File: config.mk
export PLATFORM = sky130hd
export DESIGN_NAME = zone_map_min_max_pruner_top_flat
export DESIGN_NICKNAME = d
export VERILOG_FILES = /design/src/rtl/core/zmp_pkg.sv /design/src/rtl/core/zmp_req_if.sv /design/src/rtl/core/zmp_rsp_if.sv /design/src/rtl/core/zone_map_min_max_pruner_top.sv /design/src/flat_wrapper.sv
export SDC_FILE = /design/constraint.sdc
export NUM_CORES = 1
export LEC_CHECK = 0
export ABC_CLOCK_PERIOD_IN_PS = 10100
export BUFFER_PORTS_ARGS = -buffer_cell sky130_fd_sc_hd__buf_2
export CAP_MARGIN = 20
export CELL_PAD_IN_SITES_DETAIL_PLACEMENT = 1
export CELL_PAD_IN_SITES_GLOBAL_PLACEMENT = 1
export CORE_ASPECT_RATIO = 1.25
export CORE_MARGIN = 1
export CORE_UTILIZATION = 45
export DETAILED_ROUTE_END_ITERATION = 10
export MAX_ROUTING_LAYER = met4
export PLACE_DENSITY_LB_ADDON = 0.1
export RECOVER_POWER = 50
export SYNTH_ARGS = -nofsm -noshare
export SYNTH_HDL_FRONTEND = slang
export SYNTH_SLANG_ARGS = --single-unit
File: constraint.sdc
create_clock -name clock -period 10.1 [get_ports clock]
set_input_delay 3.03 -clock clock [delete_from_list [all_inputs] [get_ports clock]]
set_output_delay 3.03 -clock clock [all_outputs]
set_load 0.02 [all_outputs]
File: src/rtl/core/zmp_pkg.sv
// Shared widths, constants and register codes for the zone map min/max pruner.
package zmp_pkg;

   localparam int unsigned VALUE_W = 64;
   localparam int unsigned COUNT_W = 17;
   localparam int unsigned CSR_IDX_W = 2;
   localparam int unsigned CSR_DATA_W = 64;

   // Rows in one zone; counts stop at this or at the field maximum.
   localparam longint unsigned ZONE_ROWS = 64'd65536;
   localparam longint unsigned COUNT_FIELD_MAX = (64'd1 << COUNT_W) - 64'd1;
   localparam longint unsigned COUNT_CAP_L =
      (ZONE_ROWS < COUNT_FIELD_MAX) ? ZONE_ROWS : COUNT_FIELD_MAX;
   localparam logic [COUNT_W-1:0] COUNT_CAP = COUNT_CAP_L[COUNT_W-1:0];

   // Configuration register indexes.
   localparam logic [CSR_IDX_W-1:0] CSR_PREDICATE_OP = 2'd0;
   localparam logic [CSR_IDX_W-1:0] CSR_CONSTANT_VALUE = 2'd1;
   localparam logic [CSR_IDX_W-1:0] CSR_CONSTANT_IS_NULL = 2'd2;

   // Predicate operator codes.
   typedef enum logic [2:0] {
      OP_EQ    = 3'd0,
      OP_NE    = 3'd1,
      OP_LT    = 3'd2,
      OP_LE    = 3'd3,
      OP_GT    = 3'd4,
      OP_GE    = 3'd5,
      OP_OTHER = 3'd6
   } pred_op_type;

endpackage

File: src/rtl/core/zmp_req_if.sv
// Input channel: one column value or NULL mark per transaction.
interface zmp_req_if;
   logic                               valid;
   logic                               ready;
   logic signed [zmp_pkg::VALUE_W-1:0] value;
   logic                               is_null;
   logic                               zone_start;

   modport source (output valid, value, is_null, zone_start, input ready);
   modport sink (input valid, value, is_null, zone_start, output ready);
endinterface

File: src/rtl/core/zmp_rsp_if.sv
// Result channel: zone map summary and match flag per transaction.
interface zmp_rsp_if;
   logic                               valid;
   logic                               ready;
   logic                               may_match;
   logic signed [zmp_pkg::VALUE_W-1:0] zone_min;
   logic signed [zmp_pkg::VALUE_W-1:0] zone_max;
   logic [zmp_pkg::COUNT_W-1:0]        value_count;
   logic [zmp_pkg::COUNT_W-1:0]        null_count;
   logic                               has_values;

   modport source (output valid, may_match, zone_min, zone_max, value_count, null_count,
                   has_values, input ready);
   modport sink (input valid, may_match, zone_min, zone_max, value_count, null_count,
                 has_values, output ready);
endinterface

File: src/rtl/core/zone_map_min_max_pruner_top.sv
// Zone map min/max pruner: running min, max and row counts with a predicate check.
//
// Each transaction on req_if carries one column value (or a NULL mark) and
// yields exactly one transaction on rsp_if with the zone's minimum, maximum,
// non-NULL and NULL counts and whether the configured predicate may match.
// The block takes one transaction per clock cycle unless rsp_if.ready stalls it;
// a result passes the input register, then the result register, with the zone's
// min/max/count update combinational between them. Configuration through csr_*
// is to be written by the user only while no transaction is in flight; the block
// does not enforce this. Counts saturate at the smaller of zone size and field max.
module zone_map_min_max_pruner_top (
   input  logic                                clock,
   input  logic                                reset,
   zmp_req_if.sink                             req_if,
   zmp_rsp_if.source                           rsp_if,
   input  logic                                csr_we,
   input  logic [zmp_pkg::CSR_IDX_W-1:0]       csr_index,
   input  logic [zmp_pkg::CSR_DATA_W-1:0]      csr_wdata
);

   // Configuration registers
   logic [2:0]                         pred_op_ff;
   logic signed [zmp_pkg::VALUE_W-1:0] const_value_ff;
   logic                               const_null_ff;

   // Input stage
   logic                               in_valid_ff;
   logic signed [zmp_pkg::VALUE_W-1:0] in_value_ff;
   logic                               in_null_ff;
   logic                               in_start_ff;

   // Zone state
   logic                               have_env_ff, have_env_in;
   logic signed [zmp_pkg::VALUE_W-1:0] min_ff, min_in;
   logic signed [zmp_pkg::VALUE_W-1:0] max_ff, max_in;
   logic [zmp_pkg::COUNT_W-1:0]        rows_val_ff, rows_val_in;
   logic [zmp_pkg::COUNT_W-1:0]        rows_null_ff, rows_null_in;

   // Result stage
   logic                               out_valid_ff;
   logic                               match_ff, match_in;

   logic                               advance;
   logic                               base_env;
   logic signed [zmp_pkg::VALUE_W-1:0] base_min;
   logic signed [zmp_pkg::VALUE_W-1:0] base_max;
   logic [zmp_pkg::COUNT_W-1:0]        base_val;
   logic [zmp_pkg::COUNT_W-1:0]        base_null;
   logic                               op_hit;

   // Move the input stage forward when the result register is free or draining
   assign advance = in_valid_ff && (!out_valid_ff || rsp_if.ready);
   assign req_if.ready = !in_valid_ff || advance;

   // Write configuration registers
   always_ff @(posedge clock) begin
      if (reset) begin
         pred_op_ff <= zmp_pkg::OP_OTHER;
         const_value_ff <= '0;
         const_null_ff <= 1'b0;
      end else if (csr_we) begin
         case (csr_index)
            zmp_pkg::CSR_PREDICATE_OP: pred_op_ff <= csr_wdata[2:0];
            zmp_pkg::CSR_CONSTANT_VALUE: const_value_ff <= csr_wdata;
            zmp_pkg::CSR_CONSTANT_IS_NULL: const_null_ff <= csr_wdata[0];
            default: ;
         endcase
      end
   end

   // Capture the incoming transaction
   always_ff @(posedge clock) begin
      if (reset) begin
         in_valid_ff <= 1'b0;
      end else if (req_if.ready) begin
         in_valid_ff <= req_if.valid;
      end
      if (req_if.valid && req_if.ready) begin
         in_value_ff <= req_if.value;
         in_null_ff <= req_if.is_null;
         in_start_ff <= req_if.zone_start;
      end
   end

   // Fold the item into the zone, clearing first on zone start
   always_comb begin
      base_env = in_start_ff ? 1'b0 : have_env_ff;
      base_min = in_start_ff ? '0 : min_ff;
      base_max = in_start_ff ? '0 : max_ff;
      base_val = in_start_ff ? '0 : rows_val_ff;
      base_null = in_start_ff ? '0 : rows_null_ff;

      have_env_in = base_env;
      min_in = base_min;
      max_in = base_max;
      rows_val_in = base_val;
      rows_null_in = base_null;

      if (in_null_ff) begin
         rows_null_in = (base_null < zmp_pkg::COUNT_CAP) ? base_null + 1'b1 : zmp_pkg::COUNT_CAP;
      end else begin
         rows_val_in = (base_val < zmp_pkg::COUNT_CAP) ? base_val + 1'b1 : zmp_pkg::COUNT_CAP;
         if (!base_env || (in_value_ff < base_min)) begin
            min_in = in_value_ff;
         end
         if (!base_env || (base_max < in_value_ff)) begin
            max_in = in_value_ff;
         end
         have_env_in = 1'b1;
      end
   end

   // Evaluate the predicate against the updated envelope
   always_comb begin
      case (pred_op_ff)
         zmp_pkg::OP_EQ: op_hit = (min_in <= const_value_ff) && (const_value_ff <= max_in);
         zmp_pkg::OP_NE: op_hit = !((min_in == const_value_ff) && (max_in == const_value_ff));
         zmp_pkg::OP_LT: op_hit = min_in < const_value_ff;
         zmp_pkg::OP_LE: op_hit = min_in <= const_value_ff;
         zmp_pkg::OP_GT: op_hit = const_value_ff < max_in;
         zmp_pkg::OP_GE: op_hit = const_value_ff <= max_in;
         default: op_hit = 1'b1;
      endcase
      // The envelope is in use only after a non-NULL item; an all-NULL zone never matches
      match_in = !const_null_ff && have_env_in && op_hit;
   end

   // Update the zone state
   always_ff @(posedge clock) begin
      if (reset) begin
         have_env_ff <= 1'b0;
         min_ff <= '0;
         max_ff <= '0;
         rows_val_ff <= '0;
         rows_null_ff <= '0;
      end else if (advance) begin
         have_env_ff <= have_env_in;
         min_ff <= min_in;
         max_ff <= max_in;
         rows_val_ff <= rows_val_in;
         rows_null_ff <= rows_null_in;
      end
   end

   // Hold the result until it is taken
   always_ff @(posedge clock) begin
      if (reset) begin
         out_valid_ff <= 1'b0;
      end else if (advance) begin
         out_valid_ff <= 1'b1;
      end else if (rsp_if.ready) begin
         out_valid_ff <= 1'b0;
      end
      if (advance) begin
         match_ff <= match_in;
      end
   end

   assign rsp_if.valid = out_valid_ff;
   assign rsp_if.may_match = match_ff;
   assign rsp_if.zone_min = min_ff;
   assign rsp_if.zone_max = max_ff;
   assign rsp_if.value_count = rows_val_ff;
   assign rsp_if.null_count = rows_null_ff;
   assign rsp_if.has_values = have_env_ff;

`ifndef SYNTH
   a_advance_fills_output: assert property (@(posedge clock) disable iff (reset)
      advance |=> out_valid_ff)
      else $error("result register not loaded after advance");

   a_env_tracks_count: assert property (@(posedge clock) disable iff (reset)
      out_valid_ff |-> (have_env_ff == (rows_val_ff != '0)))
      else $error("envelope flag disagrees with non-NULL count");

   a_min_le_max: assert property (@(posedge clock) disable iff (reset)
      (out_valid_ff && have_env_ff) |-> (min_ff <= max_ff))
      else $error("zone minimum above maximum");

   a_count_cap: assert property (@(posedge clock) disable iff (reset)
      (rows_val_ff <= zmp_pkg::COUNT_CAP) && (rows_null_ff <= zmp_pkg::COUNT_CAP))
      else $error("row count beyond saturation cap");

   a_null_const_no_match: assert property (@(posedge clock) disable iff (reset)
      (advance && const_null_ff) |=> !match_ff)
      else $error("NULL constant reported a possible match");
`endif

endmodule
File: src/flat_wrapper.sv
// flat-port wrapper written by rule: the top's interface ports become plain ports
module zone_map_min_max_pruner_top_flat 
  (clock, reset, csr_we, csr_index, csr_wdata, req_if_valid, req_if_value, req_if_is_null, req_if_zone_start, req_if_ready, rsp_if_valid, rsp_if_may_match, rsp_if_zone_min, rsp_if_zone_max, rsp_if_value_count, rsp_if_null_count, rsp_if_has_values, rsp_if_ready);
  zmp_req_if req_if_i ();
  zmp_rsp_if rsp_if_i ();
  input  logic clock;
  input  logic reset;
  input  logic csr_we;
  input  logic [zmp_pkg::CSR_IDX_W-1:0] csr_index;
  input  logic [zmp_pkg::CSR_DATA_W-1:0] csr_wdata;
  input wire logic [$bits(req_if_i.valid)-1:0] req_if_valid;
  input wire logic [$bits(req_if_i.value)-1:0] req_if_value;
  input wire logic [$bits(req_if_i.is_null)-1:0] req_if_is_null;
  input wire logic [$bits(req_if_i.zone_start)-1:0] req_if_zone_start;
  output wire logic [$bits(req_if_i.ready)-1:0] req_if_ready;
  output wire logic [$bits(rsp_if_i.valid)-1:0] rsp_if_valid;
  output wire logic [$bits(rsp_if_i.may_match)-1:0] rsp_if_may_match;
  output wire logic [$bits(rsp_if_i.zone_min)-1:0] rsp_if_zone_min;
  output wire logic [$bits(rsp_if_i.zone_max)-1:0] rsp_if_zone_max;
  output wire logic [$bits(rsp_if_i.value_count)-1:0] rsp_if_value_count;
  output wire logic [$bits(rsp_if_i.null_count)-1:0] rsp_if_null_count;
  output wire logic [$bits(rsp_if_i.has_values)-1:0] rsp_if_has_values;
  input wire logic [$bits(rsp_if_i.ready)-1:0] rsp_if_ready;
  assign req_if_i.valid = req_if_valid;
  assign req_if_i.value = req_if_value;
  assign req_if_i.is_null = req_if_is_null;
  assign req_if_i.zone_start = req_if_zone_start;
  assign req_if_ready = req_if_i.ready;
  assign rsp_if_valid = rsp_if_i.valid;
  assign rsp_if_may_match = rsp_if_i.may_match;
  assign rsp_if_zone_min = rsp_if_i.zone_min;
  assign rsp_if_zone_max = rsp_if_i.zone_max;
  assign rsp_if_value_count = rsp_if_i.value_count;
  assign rsp_if_null_count = rsp_if_i.null_count;
  assign rsp_if_has_values = rsp_if_i.has_values;
  assign rsp_if_i.ready = rsp_if_ready;
  zone_map_min_max_pruner_top u_core (.clock(clock), .reset(reset), .req_if(req_if_i), .rsp_if(rsp_if_i), .csr_we(csr_we), .csr_index(csr_index), .csr_wdata(csr_wdata));
endmodule
==> results.json <==
{
  "status": "finished, violations left",
  "violations": "capacitance limit, slew limit",
  "drtIter0Drc": 1327,
  "routedWlPerCell_um": 24.5,
  "numClockSinks": 300,
  "sequentialPowerShare_pct": 40.4,
  "cp-start-kind": "register",
  "firstDrtPassIters": 5,
  "h-tree-depth": 2,
  "synth_top_cell_by_area": "dfxtp_1",
  "grt_pass1_vias": 23400,
  "synthDistinctLibCells": 78,
  "fin_crit_sh_pct": 82.6,
  "cts_buffer_depth": 3,
  "gr-usage-all-layers_pct": 34.6,
  "syn_inst": 2664,
  "worstSetupPathType": "register to register",
  "die_w_um": 200,
  "fin_tns_setup_ns": 0,
  "synth_nets": 3054,
  "die_h_um": 250,
  "grt_max_degree": 180,
  "leakagePower_nw": 9.55,
  "clkLatencyLatePin_ns": 0.57,
  "ys_seq_area_share_pct": 30.2,
  "core_um2": 48300,
  "start_util_pct": 45.7,
  "switching_share_pct": 30.6,
  "synth-warning-count": 0,
  "hold_viol_final": 0,
  "die_area_um2": 50000,
  "path_clk_slew_ns": 0.06,
  "ys.flop_type": "dfxtp_1",
  "postLayoutCellArea_um2": 25000,
  "syn_avg_cell_area_um2": 8.29,
  "layout-drive-gt1-share_pct": 10.3,
  "tightest_slew_ns": 5.39,
  "yosys.area.top_type_share_pct": 21.1,
  "route.detailed.drc": 0,
  "maxCapViolCount": 4,
  "hpwl_um": 59100,
  "synth_area_leaders": "dfxtp_1 21%, ha_1 14%, edfxtp_1 9.1%",
  "dpl_cell_area_um2": 24000,
  "syn_to_final_growth_pct": 13.2,
  "p_comb_share_pct": 19.3,
  "power_density_nw_per_um2": 133,
  "cts_tree": "built",
  "cts.hold.buffers_added": 0,
  "synth_edf_count": 67,
  "gr-total-overflow": 0,
  "grt_antenna_before_repair": 2,
  "cp.arrival_ns": 8.75,
  "ys_seq_elements": 300,
  "period_minus_slack_ns": 8.34,
  "min_path_type": "register to register",
  "intPower_mw": 2.31,
  "rows": 90,
  "clkPwrFrac_pct": 40.3,
  "gp_congestion": 0.973,
  "maxSlewViolCount": 219,
  "max_freq_ghz": 0.120,
  "crit_fanout": 179,
  "rsz0062_at_grt": "no",
  "wl_um": 85700,
  "required_ns": 10.51,
  "p_switching_mw": 1.02,
  "final.setup_skew_ns": 0.0296,
  "cts_resized": 0,
  "async_flop_share_pct": 0,
  "synthesis.area_um2": 22100,
  "setup_viol": 0,
  "worstSetupEndpointType": "register",
  "ant_nets": 0,
  "cts_buffers": 34,
  "via_count": 22400,
  "ir_drop_v": 0.000140,
  "io_pins": 303,
  "port_buffers": 302,
  "layout.nets": 3217,
  "grt_first_pass_wirelength_um": 133000,
  "vias_per_cell": 6.40,
  "postCtsSetupBuffers": 0,
  "relSlewSlack_pct": -259,
  "clock_tree.root_cell": "clkbuf_16"
}
==> sequential cells by signal, indices dropped and copies added, names as in the netlist, 3 cells and up <==
| signal | cells |
|---|---|
| u_core.rsp_if.value_count | 17 |
| u_core.pred_op_ff | 3 |
| u_core.rsp_if.zone_min | 64 |
| u_core.const_value_ff | 64 |
| u_core.in_value_ff | 64 |
| u_core.rsp_if.null_count | 17 |
| u_core.rsp_if.zone_max | 64 |
==> logic make-up after synthesis <==
logic type | after synthesis | synth area share, %
AOI/OAI and AO/OA | 682 | 23.2
xor gates and xnor gates | 3 | 0.119
and+or+nand+nor | 956 | 22.0
adders and majority gates | 253 | 14.3
DFF | 300 | 30.2
muxes | 68 | 3.09
buffers and inverters | 402 | 7.02
==> routing by layer <==
layer,track usage [%],share of wire (%),up-vias
met3,3.59,4.6,214
met2,59.8,50,781
met1,40.2,41,11100
met4,15.8,4.5,0
li1,-,-,10200
met5,-,0,-
==> power by group through the flow <==
stage                     Combinational, mW  Sequential, mW  Clock [mW]
final                                 0.643            1.34        1.34
after global routing                  0.699            1.35        1.41
after CTS                             0.642            1.34        1.36
after detailed placement              0.637            1.36           0
after global placement                0.618            1.36           0
after floorplan                       0.400            1.36           0
==> Yosys cell counts, types with 67 or more instances <==
cell and count:
a21oi_1 156, a22o_1 128, clkbuf_1 167, dfxtp_1 233
edfxtp_1 67, ha_1 253, inv_1 199, nand2_1 262
nand3_1 150, nand4_1 120, nor2_1 98, nor2b_1 150
nor3_1 86, o211ai_1 71
==> placed cells by master (no fill, tap or decap), types with 7 or more instances in the layout <==
| cell type | n |
|---|---|
| nand2_1 | 262 |
| ha_1 | 252 |
| dfxtp_1 | 233 |
| inv_1 | 199 |
| buf_2 | 189 |
| a21oi_1 | 156 |
| nand3_1 | 150 |
| nor2b_1 | 147 |
| a22o_1 | 128 |
| nand4_1 | 120 |
| clkbuf_1 | 120 |
| nor2_1 | 95 |
| nor3_1 | 86 |
| o211ai_1 | 71 |
| edfxtp_1 | 67 |
| mux2i_1 | 66 |
| o21ai_0 | 61 |
| o2111a_1 | 61 |
| o311ai_1 | 61 |
| a21o_1 | 39 |
| clkbuf_16 | 37 |
| nand2b_1 | 25 |
| buf_4 | 20 |
| a32oi_1 | 14 |
| a221oi_1 | 12 |
| and3_1 | 11 |
| nor4_1 | 10 |
| a211oi_1 | 10 |
| a2111oi_0 | 9 |
| o21a_1 | 7 |
==> metrics by stage <==
step | util, % | cells | setup WS (ns) | hold slack (ns) | power [mW]
2_1_floorplan | - | 2664 | 3.40 | 0.436 | 1.76
3_3_place_gp | 49.6 | 3434 | 1.53 | 0.446 | 1.98
3_5_place_dp | 49.6 | 3435 | 1.96 | 0.461 | 2.00
4_1_cts | 52.1 | 3497 | 1.91 | 0.470 | 3.34
5_1_grt | 51.8 | 3498 | 1.41 | 0.494 | 3.45
6_report | 51.8 | 3498 | 1.76 | 0.473 | 3.33
==> layout make-up <==
class	count	area (µm²)
Sequential cell	300	6680
Antenna cell	1	2.50
Fill cell	5876	23300
Tap cell	644	806
Clock inverter	17	201
Timing Repair Buffer	329	1610
Clock buffer	45	996
Multi-Input combinational cell	1962	14000
Inverter	200	751
==> worst max-delay path: stages (launching register included) <==
cell	delay, ns
edfxtp_1	0.40
buf_12	0.57
nor2b_1	0.18
ha_1	0.38
nand4_1	0.20
nor2_1	0.06
a221o_1	0.30
a211o_1	0.32
a221oi_1	0.65
a21boi_1	0.21
o21ai_1	0.17
a21oi_1	0.18
nor2_4	0.61
buf_4	0.88
mux2i_1	0.35
ha_1	0.31
a2111oi_0	0.52
o21ai_0	0.16
a221oi_1	0.38
o31ai_1	0.13
a21boi_0	0.38
nor2_1	0.14
a31oi_1	0.18
nand3_1	0.08
o21ai_0	0.08
a22o_1	0.15
==> path summary, 6_finish.rpt <==
check | start | to | slack (ns) | depth (start not counted)
worst max-delay path | u_core.in_start_ff | u_core.rsp_if.may_match | 1.76 | 25
worst min-delay path | u_core.const_value_ff[1] | u_core.const_value_ff[1] | 0.47 | 2
worst max register to register | u_core.in_start_ff | u_core.rsp_if.may_match | 1.76 | 25
worst min register to register | u_core.const_value_ff[1] | u_core.const_value_ff[1] | 0.47 | 2
(Power assumes the default switching activity.)
